===== config.mk =====
export PLATFORM = sky130hd
export DESIGN_NAME = palette_to_rgb_scanout_converter_core
export DESIGN_NICKNAME = d
export VERILOG_FILES = /design/src/design/ptrs_pkg.sv /design/src/design/ptrs_pixel_expand.sv /design/src/design/palette_to_rgb_scanout_converter_core.sv
export SDC_FILE = /design/constraint.sdc
export NUM_CORES = 1
export LEC_CHECK = 0
export ABC_AREA = 1
export BUFFER_PORTS_ARGS = -buffer_cell sky130_fd_sc_hd__buf_2
export CAP_MARGIN = 10
export CORE_ASPECT_RATIO = 1.5
export CORE_MARGIN = 2
export CORE_UTILIZATION = 50
export CTS_BUF_LIST = sky130_fd_sc_hd__clkbuf_8
export DETAILED_ROUTE_END_ITERATION = 16
export PLACE_DENSITY = 0.7
export SLEW_MARGIN = 20
export SYNTH_ARGS = -nofsm -noshare
export SYNTH_HDL_FRONTEND = slang
export SYNTH_SLANG_ARGS = --single-unit

===== constraint.sdc =====
create_clock -name clk_i -period 6.8 [get_ports clk_i]
set_input_delay 0.68 -clock clk_i [delete_from_list [all_inputs] [get_ports clk_i]]
set_output_delay 0.68 -clock clk_i [all_outputs]
set_load 0.02 [all_outputs]

===== src/design/ptrs_pkg.sv =====
// ----------------------------------------------------------------------------
// ptrs_pkg : shared definitions for the palette-to-RGB scanout converter
// Source geometry, register indexes, pixel format codes, the 16-color
// palette tables and the pixel record passed between pipeline stages.
// ----------------------------------------------------------------------------
`default_nettype none

package ptrs_pkg;

  // Source image geometry
  localparam int unsigned SrcWidth  = 640;
  localparam int unsigned SrcHeight = 480;
  localparam int unsigned ColW      = 10;
  localparam int unsigned RowW      = 9;

  // Configuration register indexes
  localparam logic [2:0] REG_OUTPUT_ENABLE  = 3'd0;
  localparam logic [2:0] REG_BASE_ADDRESS   = 3'd1;
  localparam logic [2:0] REG_LINE_PITCH     = 3'd2;
  localparam logic [2:0] REG_DISPLAY_WIDTH  = 3'd3;
  localparam logic [2:0] REG_DISPLAY_HEIGHT = 3'd4;
  localparam logic [2:0] REG_PIXEL_FORMAT   = 3'd5;

  // Pixel format codes
  localparam logic [1:0] FMT_RGB565 = 2'd0;
  localparam logic [1:0] FMT_RGB888 = 2'd1;
  localparam logic [1:0] FMT_XRGB32 = 2'd2;
  localparam logic [1:0] FMT_NONE   = 2'd3;

  // Byte counts per format
  localparam logic [2:0] BYTES_16 = 3'd2;
  localparam logic [2:0] BYTES_24 = 3'd3;
  localparam logic [2:0] BYTES_32 = 3'd4;

  // One visible pixel after position tracking
  typedef struct packed {
    logic [3:0]      color;
    logic [ColW-1:0] col;
    logic [RowW-1:0] row;
  } pix_t;

  // 16-color palette in RGB565
  function automatic logic [15:0] pal565(input logic [3:0] color);
    logic [15:0] v;
    case (color)
      4'h0:    v = 16'h0000;
      4'h1:    v = 16'h001F;
      4'h2:    v = 16'h07E0;
      4'h3:    v = 16'h07FF;
      4'h4:    v = 16'hF800;
      4'h5:    v = 16'hF81F;
      4'h6:    v = 16'hA145;
      4'h7:    v = 16'hC618;
      4'h8:    v = 16'h4208;
      4'h9:    v = 16'h3C7F;
      4'hA:    v = 16'h87E0;
      4'hB:    v = 16'h87FF;
      4'hC:    v = 16'hFC10;
      4'hD:    v = 16'hFC1F;
      4'hE:    v = 16'hFFE0;
      default: v = 16'hFFFF;
    endcase
    return v;
  endfunction

  // 16-color palette in RGB888
  function automatic logic [23:0] pal888(input logic [3:0] color);
    logic [23:0] v;
    case (color)
      4'h0:    v = 24'h000000;
      4'h1:    v = 24'h0000AA;
      4'h2:    v = 24'h00AA00;
      4'h3:    v = 24'h00AAAA;
      4'h4:    v = 24'hAA0000;
      4'h5:    v = 24'hAA00AA;
      4'h6:    v = 24'hAA5500;
      4'h7:    v = 24'hAAAAAA;
      4'h8:    v = 24'h555555;
      4'h9:    v = 24'h5555FF;
      4'hA:    v = 24'h55FF55;
      4'hB:    v = 24'h55FFFF;
      4'hC:    v = 24'hFF5555;
      4'hD:    v = 24'hFF55FF;
      4'hE:    v = 24'hFFFF55;
      default: v = 24'hFFFFFF;
    endcase
    return v;
  endfunction

endpackage

`default_nettype wire


===== src/design/ptrs_pixel_expand.sv =====
// ----------------------------------------------------------------------------
// ptrs_pixel_expand : palette color to framebuffer word
// Expands a 4-bit palette color to the selected output format and gives
// the byte count and the byte offset of the pixel within its row.
// ----------------------------------------------------------------------------
`default_nettype none

module ptrs_pixel_expand (
  input  wire logic [1:0]               format_i,
  input  wire logic [3:0]               color_i,
  input  wire logic [ptrs_pkg::ColW-1:0] col_i,
  output logic      [31:0]              data_o,
  output logic      [2:0]               byte_count_o,
  output logic      [ptrs_pkg::ColW+1:0] col_offset_o
);
  import ptrs_pkg::*;

  logic [ColW+1:0] col_x2;
  logic [ColW+1:0] col_x4;

  assign col_x2 = {1'b0, col_i, 1'b0};
  assign col_x4 = {col_i, 2'b00};

  // Select palette entry, size and column offset by format
  always_comb begin
    case (format_i)
      FMT_RGB565: begin
        data_o       = {16'h0000, pal565(color_i)};
        byte_count_o = BYTES_16;
        col_offset_o = col_x2;
      end
      FMT_RGB888: begin
        data_o       = {8'h00, pal888(color_i)};
        byte_count_o = BYTES_24;
        col_offset_o = col_x2 + {2'b00, col_i};
      end
      default: begin
        data_o       = {8'h00, pal888(color_i)};
        byte_count_o = BYTES_32;
        col_offset_o = col_x4;
      end
    endcase
  end

endmodule

`default_nettype wire


===== src/design/palette_to_rgb_scanout_converter_core.sv =====
// ----------------------------------------------------------------------------
// palette_to_rgb_scanout_converter_core : palette pixel stream to writes
// Tracks raster position of a 640x480 palette stream and turns each visible
// pixel into one framebuffer write (address, expanded data, byte count).
// ----------------------------------------------------------------------------
// An input is registered in stage one, then in the result (output) register.
// Throughput: one pixel per cycle; a two-stage register pipeline (position
// stage, then address/expand stage) stalls only when both stages are full.
// Clipped or suppressed pixels advance the position and leave at stage one.
// Reset: rst_ni clears the pipeline valids, position to (0,0) and loads the
// register defaults (writes off, format unsupported, display 640x480).
`default_nettype none

module palette_to_rgb_scanout_converter_core (
  input  wire logic        clk_i,
  input  wire logic        rst_ni,
  // Configuration write port
  input  wire logic        cfg_we_i,
  input  wire logic [2:0]  cfg_index_i,
  input  wire logic [31:0] cfg_wdata_i,
  // Pixel input stream
  input  wire logic        s_axis_tvalid,
  output logic             s_axis_tready,
  input  wire logic [7:0]  s_axis_tdata,   // [7:0] palette_pixel
  input  wire logic        s_axis_tuser,   // [0] frame_start
  // Framebuffer write stream
  output logic             m_axis_tvalid,
  input  wire logic        m_axis_tready,
  output logic      [71:0] m_axis_tdata    // [31:0] write_address,
                                           // [63:32] write_data,
                                           // [66:64] byte_count, [71:67] zero
);
  import ptrs_pkg::*;

  // Configuration registers
  logic        out_en_q;
  logic [31:0] base_q;
  logic [15:0] pitch_q;
  logic [15:0] disp_w_q;
  logic [15:0] disp_h_q;
  logic [1:0]  format_q;

  always_ff @(posedge clk_i or negedge rst_ni) begin
    if (!rst_ni) begin
      out_en_q <= 1'b0;
      base_q   <= 32'd0;
      pitch_q  <= 16'd0;
      disp_w_q <= 16'(SrcWidth);
      disp_h_q <= 16'(SrcHeight);
      format_q <= FMT_NONE;
    end else if (cfg_we_i) begin
      case (cfg_index_i)
        REG_OUTPUT_ENABLE:  out_en_q <= cfg_wdata_i[0];
        REG_BASE_ADDRESS:   base_q   <= cfg_wdata_i;
        REG_LINE_PITCH:     pitch_q  <= cfg_wdata_i[15:0];
        REG_DISPLAY_WIDTH:  disp_w_q <= cfg_wdata_i[15:0];
        REG_DISPLAY_HEIGHT: disp_h_q <= cfg_wdata_i[15:0];
        REG_PIXEL_FORMAT:   format_q <= cfg_wdata_i[1:0];
        default: ;
      endcase
    end
  end

  // Pipeline handshake
  logic s1_valid_q, s1_valid_d;
  logic s2_ready;
  logic s1_ready;
  logic in_xfer;

  assign s2_ready      = !m_axis_tvalid || m_axis_tready;
  assign s1_ready      = !s1_valid_q || s2_ready;
  assign s_axis_tready = s1_ready;
  assign in_xfer       = s_axis_tvalid && s1_ready;

  // Position tracking
  logic [ColW-1:0] col_q, col_d, col_cur;
  logic [RowW-1:0] row_q, row_d, row_cur;
  logic [ColW:0]   col_inc;
  logic [RowW:0]   row_inc;
  logic            visible;
  logic            emit;

  assign col_cur = s_axis_tuser ? '0 : col_q;
  assign row_cur = s_axis_tuser ? '0 : row_q;
  assign col_inc = {1'b0, col_cur} + 1'b1;
  assign row_inc = {1'b0, row_cur} + 1'b1;

  always_comb begin
    col_d = col_inc[ColW-1:0];
    row_d = row_cur;
    if (col_inc >= (ColW+1)'(SrcWidth)) begin
      col_d = '0;
      row_d = row_inc[RowW-1:0];
      if (row_inc >= (RowW+1)'(SrcHeight)) begin
        row_d = '0;
      end
    end
  end

  // Position never reaches the source size, so the display bound alone clips
  assign visible = ({{(16-ColW){1'b0}}, col_cur} < disp_w_q) &&
                   ({{(16-RowW){1'b0}}, row_cur} < disp_h_q);
  assign emit    = visible && out_en_q && (format_q != FMT_NONE);

  always_ff @(posedge clk_i or negedge rst_ni) begin
    if (!rst_ni) begin
      col_q <= '0;
      row_q <= '0;
    end else if (in_xfer) begin
      col_q <= col_d;
      row_q <= row_d;
    end
  end

  // Stage one: hold the visible pixel
  pix_t s1_pix_q;

  always_comb begin
    s1_valid_d = s1_valid_q;
    if (s1_ready) begin
      s1_valid_d = in_xfer && emit;
    end
  end

  always_ff @(posedge clk_i or negedge rst_ni) begin
    if (!rst_ni) begin
      s1_valid_q <= 1'b0;
    end else begin
      s1_valid_q <= s1_valid_d;
    end
  end

  always_ff @(posedge clk_i) begin
    if (in_xfer) begin
      s1_pix_q <= '{color: s_axis_tdata[3:0], col: col_cur, row: row_cur};
    end
  end

  // Stage two: expand color and form the byte address
  logic [31:0]     px_data;
  logic [2:0]      px_bytes;
  logic [ColW+1:0] col_off;
  logic [RowW+15:0] row_off;
  logic [31:0]     addr;

  ptrs_pixel_expand u_expand (
    .format_i     (format_q),
    .color_i      (s1_pix_q.color),
    .col_i        (s1_pix_q.col),
    .data_o       (px_data),
    .byte_count_o (px_bytes),
    .col_offset_o (col_off)
  );

  assign row_off = s1_pix_q.row * pitch_q;
  assign addr    = base_q + {{(32-RowW-16){1'b0}}, row_off}
                          + {{(32-ColW-2){1'b0}}, col_off};

  // Result register
  logic m_valid_q, m_valid_d;
  logic [71:0] m_data_q;

  always_comb begin
    m_valid_d = m_valid_q;
    if (s2_ready) begin
      m_valid_d = s1_valid_q;
    end
  end

  always_ff @(posedge clk_i or negedge rst_ni) begin
    if (!rst_ni) begin
      m_valid_q <= 1'b0;
    end else begin
      m_valid_q <= m_valid_d;
    end
  end

  always_ff @(posedge clk_i) begin
    if (s2_ready && s1_valid_q) begin
      m_data_q <= {5'b00000, px_bytes, px_data, addr};
    end
  end

  assign m_axis_tvalid = m_valid_q;
  assign m_axis_tdata  = m_data_q;

endmodule

`default_nettype wire


==> qor.csv, run 1 <==
metric,value,unit
status,completed,
drv_cap,0,
fillers,2796,
cp-start-kind,register,
fin_crit_sh,84.3,%
first_global_vias,11800,
rows,78,
postRouteAntennaNets,0,
cts_buffer_depth,2,
p_comb_share,62.9,%
core-area,30000,µm²
cts_buffers,17,
p_per_area,451,nW/µm²
ir_worst_vdd,0.340,mV
netlist_top_cells_area,"fa_1 (18%), dfrtp_1 (16%), edfxtp_1 (15%), nand2_1 (11%), inv_1 (9.2%)",
synthSimpleGateAreaFrac,16.3,%
io-pin-count,123,
design_area,16300,µm²
die_h,217,µm
reg2regPathDepth,18,
syn_avg_cell_area,8.58,µm²
dp_hpwl,26.8,mm
yosysMostFrequentCell,nand2_1,
critPathMaxFanout,16,
synth-compound-area-share,8.25,%
postCtsHoldBufs,0,
pwr-share-seq,26.0,%
synth_warnings,0,
synth_top_family_by_area,adder cells,
post_cts_buffers,0,
power,7340,µW
relSlewSlack,31.4,%
drc_errors,0,
reg2reg_slack,1070,ps
r2r_end,m_axis_tdata[30],
rsz0062_at_grt,no,
ys_ff_latch,198,
gr-total-overflow,0,
synthMuxAreaShare,0.671,%
synth-xor-area-share,1.91,%
place_area,15800,µm²
grt_max_degree,82,
insertedDiodeCount,0,
synth_top_cell_area_share,17.8,%
viasPerCell,5.08,
initial_core_util,50.4,%
antenna_found_initial,0,
sw_frac_of_total,50.1,%
pre_cts_slack,1140,ps
synthArstFlopShare,52.5,%
detail_route.iter0.violations,598,
whs,27.8,ps
seqCellArea,5250,µm²
via_count,11400,
gp_congestion,0.920,
fin_crit,5730,ps
timing.rr.start,s1_pix_q[5],
fin_skew,26.6,ps
die_w,146,µm
worstPathArrival,6040,ps
dr.pass1.iters,7,
htreeDepth,4,
hold_viol,0,
hold_class,in -> async,
clock_sinks,198,
wl_per_cell,15.2,µm
multi_input_area,8140,µm²
cts_tree,yes,
ctsResizeCount,0,
clock_latency,530,ps
p_int,3660,µW
root_buffer,clkbuf_8,
finalSetupViolCount,0,
critPathKind,reg -> reg,
ys_types,43,
cp-end-kind,register,
ys_seq_area_share,34.7,%
yosysTopAreaCell,fa_1,
net-switching-power,3680,µW
syn-cell-area,15100,µm²
power_leakage,0.00859,µW
synth_ff_type,dfrtp_1,
synth_edf_count,75,
fin_ws,1070,ps
area_growth,7.72,%
synth_cells,1761,
yosys-top-cells-count,"nand2_1 (430), inv_1 (370), fa_1 (134)",
tns,0,ps
path_clk_slew,130,ps
routed_wl,34.1,mm
drv_slew,0,
drive_gt1_share,10.3,%
io_buffers,105,
tightest_slew,1030,ps
synthAdderAreaFrac,26.3,%
clockPowerShare,11.1,%
fp.dieArea,31700,µm²
track_usage,22.7,%
fin_nets,2109,
grt_pass1_wl,57.0,mm
maxClockFrequency,0.174,GHz
required,7110,ps
==> per-stage QoR <==
stage,util (%),std cells
floorplan,-,1773
global route,54.3,2236
finish,54.3,2236
CTS,54.3,2236
detailed placement,52.9,2204
global placement,52.9,2204
==> routing by layer <==
metal	GRT usage (%)	part of all wire, %	up-vias
met4	12.5	5.0	0
met3	3.12	3.6	97
met5	0	0	-
met2	41.9	53	290
met1	25.2	38	5463
li1	-	-	5505
==> worst max-delay path, cell delays in order, from the launching register on <==
cell and delay (ps):
edfxtp_1 830, nand2_1 180, fa_1 570, inv_1 50, fa_1 470, inv_1 60
fa_1 500, fa_1 560, fa_1 550, inv_1 40, ha_1 360, a21oi_1 380
o21ai_0 200, a21oi_1 170, nand3_1 220, nand2_1 130, inv_1 50, o21ai_0 130
nand2_1 60
==> cell families after synthesis <==
group	after synthesis
and+or+nand+nor	603
buffers and inverters	452
adders and majority gates	237
AOI/OAI and AO/OA	228
DFF	198
xor gates and xnor gates	33
muxes	9
other	1
==> sequential cells by signal, summed over array words and instances, names as in the netlist, 9 cells and up, named ones only <==
signal / count
base_q: 32
col_q: 10
disp_h_q: 16
disp_w_q: 16
m_axis_tdata: 52
pitch_q: 16
row_q: 9
s1_pix_q: 23
==> worst max path at each step <==
stage                startpoint                to  slack (ps)  cells after the start
floorplan           s1_pix_q[5]  m_axis_tdata[23]        1680                     18
CTS                 s1_pix_q[5]  m_axis_tdata[30]        1160                     18
global route        s1_pix_q[8]  m_axis_tdata[30]         770                     18
global placement    s1_pix_q[5]  m_axis_tdata[23]        1200                     16
finish              s1_pix_q[5]  m_axis_tdata[30]        1070                     18
detailed placement  s1_pix_q[5]  m_axis_tdata[30]        1140                     18
==> final cells by class <==
cell class / instances / share of cell area (%)
inverter: 375 / 8.65
tap: 400 / 3.08
sequential: 198 / 32.2
multi-input combinational: 1123 / 50.0
timing repair buffer: 108 / 3.41
clock buffer: 17 / 1.44
clock inverter: 15 / 1.18
==> placed cells by master, fill, tap and decap left out, types with 5 or more instances in the layout <==
cell / n
nand2_1: 429
inv_1: 370
fa_1: 134
o21ai_0: 110
buf_2: 104
ha_1: 103
dfrtp_1: 96
nor2_1: 77
edfxtp_1: 75
a21oi_1: 66
nand3_1: 48
xor2_1: 20
dfxtp_1: 19
clkbuf_8: 17
o22ai_1: 14
xnor2_1: 13
conb_1: 13
nor3_1: 11
o21bai_1: 10
mux2_2: 9
nand4_1: 8
dfstp_2: 8
or2_2: 6
nand3_2: 6
a31oi_1: 5
a21o_1: 5
inv_2: 5
==> power groups by stage <==
stage / clock network (µW) / registers, µW / logic (µW)
finish: 815 / 1910 / 4620
global route: 876 / 1940 / 5260
CTS: 830 / 1910 / 4630
detailed placement: 0 / 1930 / 4610
global placement: 0 / 1920 / 4530
floorplan: 0 / 1980 / 3300
(Power assumes the default switching activity.)
==> run 2: changes to the inputs <==
==> constraint.sdc (replaced) <==
create_clock -name clk_i -period 5.8 [get_ports clk_i]
set_input_delay 0.58 -clock clk_i [delete_from_list [all_inputs] [get_ports clk_i]]
set_output_delay 0.58 -clock clk_i [all_outputs]
set_load 0.02 [all_outputs]
==> run 2 against run 1 <==
Net effect:
- critical path depth is the same
- die area is the same
- final cell count grew 0.81%
- clock power grew 13%
- clock-buffer cell count is the same
- worst hold slack lost 10 ps
- first-iteration DRC count shrank 7.5%
- critical path type unchanged
- wire length is essentially flat
- global-route usage shrank 0.26 points
- non-clock buffer count grew 18
==> qor.csv, run 2 (synthesis gave the netlist of run 1 again) <==
metric,value,unit,change
status,completed,,
fin_crit,5470,ps,-262 ps
grt_max_degree,74,,-9.8%
die_h,217,µm,unchanged
cp-start-kind,register,,
postCtsHoldBufs,0,,unchanged
io_buffers,105,,unchanged
io-pin-count,123,,unchanged
root_buffer,clkbuf_8,,
core-area,30000,µm²,unchanged
highest_layer,met4,,
dr.pass1.iters,5,,-2
drv_slew,0,,unchanged
initial_core_util,50.4,%,unchanged
tns,0,ps,unchanged
cp-end-kind,register,,
sw_frac_of_total,49.7,%,-0.43 points
worstPathArrival,5720,ps,-320 ps
required,6050,ps,-1060 ps
dp_hpwl,26.7,mm,about the same
p_int,4320,µW,+18%
via_count,11300,,-0.40%
insertedDiodeCount,0,,unchanged
hold_class,in -> async,,
drive_gt1_share,11.2,%,+0.87 points
largest_register_ffs,52,,unchanged
critPathMaxFanout,10,,-6
gp_congestion,0.923,,+0.29%
finalSetupViolCount,0,,unchanged
cts_tree,yes,,
power_leakage,0.00868,µW,+1.1%
rows,78,,unchanged
fin_skew,13.7,ps,-12.9 ps
drc_errors,0,,unchanged
layout_commonest_cell,nand2_1,,
wl_met2,17.8,mm,-1.6%
maxClockFrequency,0.183,GHz,+4.8%
die_w,146,µm,unchanged
ir_worst_vdd,0.374,mV,+9.8%
antenna_found_initial,0,,unchanged
rsz0062_at_grt,no,,
fp.dieArea,31700,µm²,unchanged
clock_latency,490,ps,-40 ps
path_clk_slew,110,ps,-20 ps
gr-total-overflow,0,,unchanged
hold_viol,0,,unchanged
cts_buffers,17,,unchanged
postLayoutCoreUtil,54.8,%,+0.49 points
routed-wl-met3,1.29,mm,+6.1%
first_global_vias,11600,,-1.9%
clockPowerShare,10.7,%,-0.4 points
htreeDepth,4,,unchanged
area_growth,8.70,%,
final_cell_mix,"nand2_1 (429), inv_1 (370), fa_1 (134)",,
tightest_slew,999,ps,-26.4 ps
fin_crit_sh,94.3,%,+10 points
p_per_area,522,nW/µm²,+16%
net-switching-power,4260,µW,+16%
track_usage,22.5,%,-0.26 points
drv_cap,0,,unchanged
relSlewSlack,33.2,%,+1.8 points
critPathKind,reg -> reg,,
postRouteAntennaNets,0,,unchanged
wl_per_cell,15.1,µm,-0.75%
fin_nets,2127,,+0.85%
viasPerCell,5.02,,-1.2%
pwr-share-seq,25.9,%,about the same
p_comb_share,63.4,%,+0.5 points
clock_sinks,198,,unchanged
grt_pass1_wl,56.4,mm,-0.93%
wl_met1,13.2,mm,+1.0%
detail_route.iter0.violations,553,,-7.5%
cts_buffer_depth,2,,unchanged
routed_wl,34.1,mm,about the same
-- run 2: worst max-delay path: stages, from the launching register on --
cell,delay (ps)
dfrtp_1,610
nand2_1,150
fa_1,550
inv_1,50
fa_1,530
inv_1,60
fa_1,500
fa_1,550
fa_1,550
inv_1,40
ha_1,370
a21oi_1,310
o21ai_0,180
a21oi_1,160
nand3_1,240
nand2_1,120
inv_1,50
o21ai_0,140
nand2_1,60
-- run 2: worst paths after layout --
kind	cells after the start	slack, ps	startpoint	to
min	1	20	rst_ni	base_q[18]
min reg2reg	2	490	row_q[6]	row_q[6]
max in group asynchronous	2	4490	rst_ni	col_q[3]
max reg2reg	18	330	pitch_q[9]	m_axis_tdata[30]
min in group clk_i	1	280	s_axis_tdata[0]	s1_pix_q[19]
max	18	330	pitch_q[9]	m_axis_tdata[30]
-- run 2: timing repair --
action,CTS,global route
resized for setup,0,1
setup endpoints to repair,0,15
buffers inserted,0,13
-- run 2: cell type report --
| type | count | area [µm²] |
|---|---|---|
| fill | 2762 | 13500 |
| multi-input combinational | 1123 | 8140 |
| sequential | 198 | 5250 |
| inverter | 375 | 1410 |
| timing repair buffer | 126 | 711 |
| tap | 400 | 500 |
| clock buffer | 17 | 234 |
| clock inverter | 15 | 180 |
-- run 2: power by group through the flow --
stage,logic [µW],clock network [µW],registers (µW)
finish,5440,920,2220
global route,6220,991,2250
CTS,5440,938,2230
detailed placement,5410,0,2260
global placement,5340,0,2250
floorplan,3870,0,2320
-- run 2: per-stage QoR --
step | power (µW) | hold WS, ps | setup WS (ps) | cell area [µm²] | std cells
final | 8580 | 17.7 | 330 | 16400 | 2254
after floorplan | 6190 | 284 | 677 | 15200 | 1773
after global routing | 9460 | 30.7 | 30.2 | 16400 | 2254
after detailed placement | 7670 | 465 | 286 | 15900 | 2209
after global placement | 7590 | 463 | 302 | 15900 | 2209
after CTS | 8610 | 6.50 | 261 | 16300 | 2241
-- run 2: metal layers --
metal | up-vias | track usage [%]
met3 | 98 | 2.85
li1 | 5554 | -
met2 | 295 | 41.1
met4 | 0 | 11.9
met1 | 5363 | 25.5
met5 | - | 0
==> run 3: changes to the inputs <==
--- a/config.mk
+++ b/config.mk
@@ -5,7 +5,7 @@
 export SDC_FILE = /design/constraint.sdc
 export NUM_CORES = 1
 export LEC_CHECK = 0
-export ABC_AREA = 1
+export ABC_AREA = 0
 export BUFFER_PORTS_ARGS = -buffer_cell sky130_fd_sc_hd__buf_2
 export CAP_MARGIN = 10
 export CORE_ASPECT_RATIO = 1.5
@@ -13,7 +13,8 @@
 export CORE_UTILIZATION = 50
 export CTS_BUF_LIST = sky130_fd_sc_hd__clkbuf_8
 export DETAILED_ROUTE_END_ITERATION = 16
-export PLACE_DENSITY = 0.7
+export MAX_ROUTING_LAYER = met4
+export PLACE_DENSITY = 0.71
 export SLEW_MARGIN = 20
 export SYNTH_ARGS = -nofsm -noshare
 export SYNTH_HDL_FRONTEND = slang
==> run 3 against run 2 <==
Net effect:
- clock-buffer cell count is 1 higher
- power is 32% higher
- utilization is 1.8 points higher
- clock skew is 15 ps higher
- fmax is 5.3% lower
- clock power is 1% higher
- critical path depth is 4 higher
- die area is 1.0% lower
- final cell count is 13% lower
- highest routed layer unchanged
==> qor.csv, run 3 <==
metric,value,unit,change
status,completed,,
drv_slew,0,,unchanged
detail_route.iter0.violations,435,,-21%
cts_buffer_depth,2,,unchanged
ys_seq_area_share,35.1,%,+0.37 points
path_clk_slew,120,ps,about the same
clock_sinks,198,,unchanged
pwr-share-seq,20.4,%,-5.5 points
path_buf_inv,2,,-2
critPathSlowestCell,fa_1,,
sw_frac_of_total,45.5,%,-4.2 points
synth_ff_type,dfrtp_1,,
hold_path_depth,1,,
cp-end-kind,register,,
root_buffer,clkbuf_8,,
die_w,145,µm,-0.51%
reg2reg_slack,30,ps,-300 ps
critPathMaxFanout,5,,-5
power_leakage,0.00789,µW,-9.2%
yosysMostFrequentCell,inv_1,,
min_from,s_axis_tdata[2],,
r2r_end,m_axis_tdata[29],,
fin_crit_sh,99.5,%,+5.2 points
io_buffers,105,,unchanged
worstPathCellList,ha_2 > fa_2 > a21o_1 > a21oi_2 > nor2b_1 > o21a_1 > o41a_1 > a211oi_2 > nor3_2 > fa_1 > fa_1 > inv_2 > fa_1 > inv_2 > ha_4 > o21ai_2 > a21oi_2 > a21oi_2 > a2111oi_2 > a21oi_2 > nor4b_2 > a311o_2,,
die_h,216,µm,-0.51%
largest_register_ffs,52,,unchanged
htreeDepth,4,,unchanged
critPathKind,reg -> reg,,
design_area,16700,µm²,+1.6%
routed_wl,32.4,mm,-5.0%
grt_pass1_wl,53.3,mm,-5.5%
ys_types,82,,+91%
p_per_area,678,nW/µm²,+30%
postLayoutCoreUtil,56.6,%,+1.8 points
dp_hpwl,25.2,mm,-5.8%
initial_core_util,50.7,%,+0.29 points
fin_nets,1835,,-14%
yosysTopAreaCell,fa_1,,
max_stage_delay,540,ps,-70 ps
cts_buffers,17,,unchanged
tightest_slew,957,ps,-41.5 ps
track_usage,22.0,%,-0.44 points
pre_cts_slack,-176,ps,-462 ps
clock_latency,530,ps,+40 ps
ys_ff_latch,198,,unchanged
fp.dieArea,31300,µm²,-1.0%
reg2regPathDepth,22,,+4
first_global_vias,10800,,-6.5%
io-pin-count,123,,unchanged
maxClockFrequency,0.173,GHz,-5.3%
cpMostUsedCell,a21oi_2,,
final_cell_mix,"inv_1 (208), nand2_1 (153), fa_1 (133)",,
ir_worst_vdd,0.468,mV,+25%
netlist_top_cells_area,"fa_1 (18%), dfrtp_1 (16%), edfxtp_1 (15%), ha_1 (8.6%), inv_1 (5.3%)",,
hold_viol,0,,unchanged
hold_class,in -> reg,,
rows,77,,-1.3%
power,11300,µW,+32%
rsz0062_at_grt,yes,,
cp-start-kind,register,,
dr.pass1.iters,5,,unchanged
gp_congestion,0.922,,about the same
syn-cell-area,15000,µm²,-1.0%
area_growth,11.6,%,
worstPathArrival,6050,ps,+330 ps
clockPowerShare,8.2,%,-2.5 points
synthArstFlopShare,52.5,%,unchanged
whs_endpoint,s1_pix_q[21],,
finalSetupViolCount,0,,unchanged
layout_commonest_cell,inv_1,,
antenna_found_initial,0,,unchanged
fin_crit,5770,ps,+303 ps
gr-total-overflow,0,,unchanged
crit_start,s1_pix_q[10],,
grt_max_degree,73,,-1.4%
synth_top_cell_area_share,17.9,%,+0.19 points
relSlewSlack,36.2,%,+3.0 points
place_area,16000,µm²,+1.0%
postRouteAntennaNets,0,,unchanged
syn_avg_cell_area,10.4,µm²,+21%
p_int,6160,µW,+43%
drive_gt1_share,20.8,%,+9.6 points
net-switching-power,5150,µW,+21%
synth_cells,1435,,-19%
drv_cap,0,,unchanged
fin_skew,28.7,ps,+15.0 ps
core-area,29500,µm²,-1.6%
via_count,10300,,-8.7%
wl_per_cell,16.6,µm,+9.4%
fin_ws,26.6,ps,-303 ps
yosys-top-cells-count,"inv_1 (210), nand2_1 (154), fa_1 (134)",,
timing.rr.start,s1_pix_q[10],,
synth_edf_count,75,,unchanged
insertedDiodeCount,0,,unchanged
crit_family,adder cells,,
required,6080,ps,+30 ps
drc_errors,0,,unchanged
viasPerCell,5.28,,+5.2%
cts_tree,yes,,
synth_warnings,0,,unchanged
p_comb_share,71.4,%,+8.0 points
## run 3: cell types whose count changed after synthesis, moves of 26 or more
cell,change
nand2_1,-276
inv_1,-160
and2_1,+68
o21ai_0,-59
mux2_2,+58
a21o_1,+29
nand3_1,-29
a21oi_1,-27
nor2b_1,+27
nor2_1,-26
## run 3: worst max-delay path by stage
stage | end | slack (ps) | cells past startpoint
2_1_floorplan | m_axis_tdata[25] | 110 | 22
3_5_place_dp | m_axis_tdata[25] | -180 | 22
5_1_grt | m_axis_tdata[29] | -160 | 20
6_report | m_axis_tdata[29] | 30 | 22
4_1_cts | m_axis_tdata[29] | 10 | 17
3_3_place_gp | m_axis_tdata[25] | -60 | 19
## run 3: routing by layer
layer / global-route usage, % / vias to the layer above / share of wire, %
li1: - / 4908 / -
met1: 23.6 / 5127 / 39
met2: 40.3 / 224 / 54
met3: 3.45 / 72 / 3.2
met4: 9.38 / 0 / 3.7
met5: - / - / 0
## run 3: power groups by stage
stage                     logic [µW]  registers [µW]  clock network, µW
after global routing            8970            2350               1010
after detailed placement        7350            2340                  0
after global placement          7170            2330                  0
after CTS                       7640            2310                961
final                           8070            2310                932
after floorplan                 5140            2380                  0
## run 3: kinds of logic (layout without fill, tap and decap cells)
| logic type | after synthesis | after routing | synth area share, % |
|---|---|---|---|
| muxes | 79 | 79 | 5.90 |
| xor gates and xnor gates | 31 | 31 | 1.82 |
| DFF | 198 | 198 | 35.1 |
| buffers and inverters | 291 | 406 | 7.94 |
| and+or+nand+nor | 384 | 384 | 12.9 |
| adders and majority gates | 237 | 237 | 26.6 |
| other | 1 | 13 | 0.0251 |
| AOI/OAI and AO/OA | 214 | 214 | 9.77 |
## run 3: layout make-up
type / instances / area, µm²
Inverter: 212 / 796
Timing Repair Buffer: 162 / 1000
Clock inverter: 14 / 168
Tap cell: 395 / 494
Multi-Input combinational cell: 958 / 8730
Clock buffer: 18 / 248
Fill cell: 2559 / 12800
Sequential cell: 198 / 5250
## run 3: metrics by stage
stage	setup TNS, ps	cells	hold slack [ps]
finish	0	1957	243
global route	-1210	1957	211
CTS	0	1950	204
detailed placement	-739	1917	481
global placement	-78.6	1917	472
floorplan	0	1447	284
## run 3: repair_timing
item / in CTS / in global routing
endpoints found under the hold margin: 27 / 0
hold buffers: 1 / 0
endpoints found under the setup margin: 11 / 16
resized for setup: 10 / 29
buffers inserted: 0 / 7
pin swaps: 5 / 31
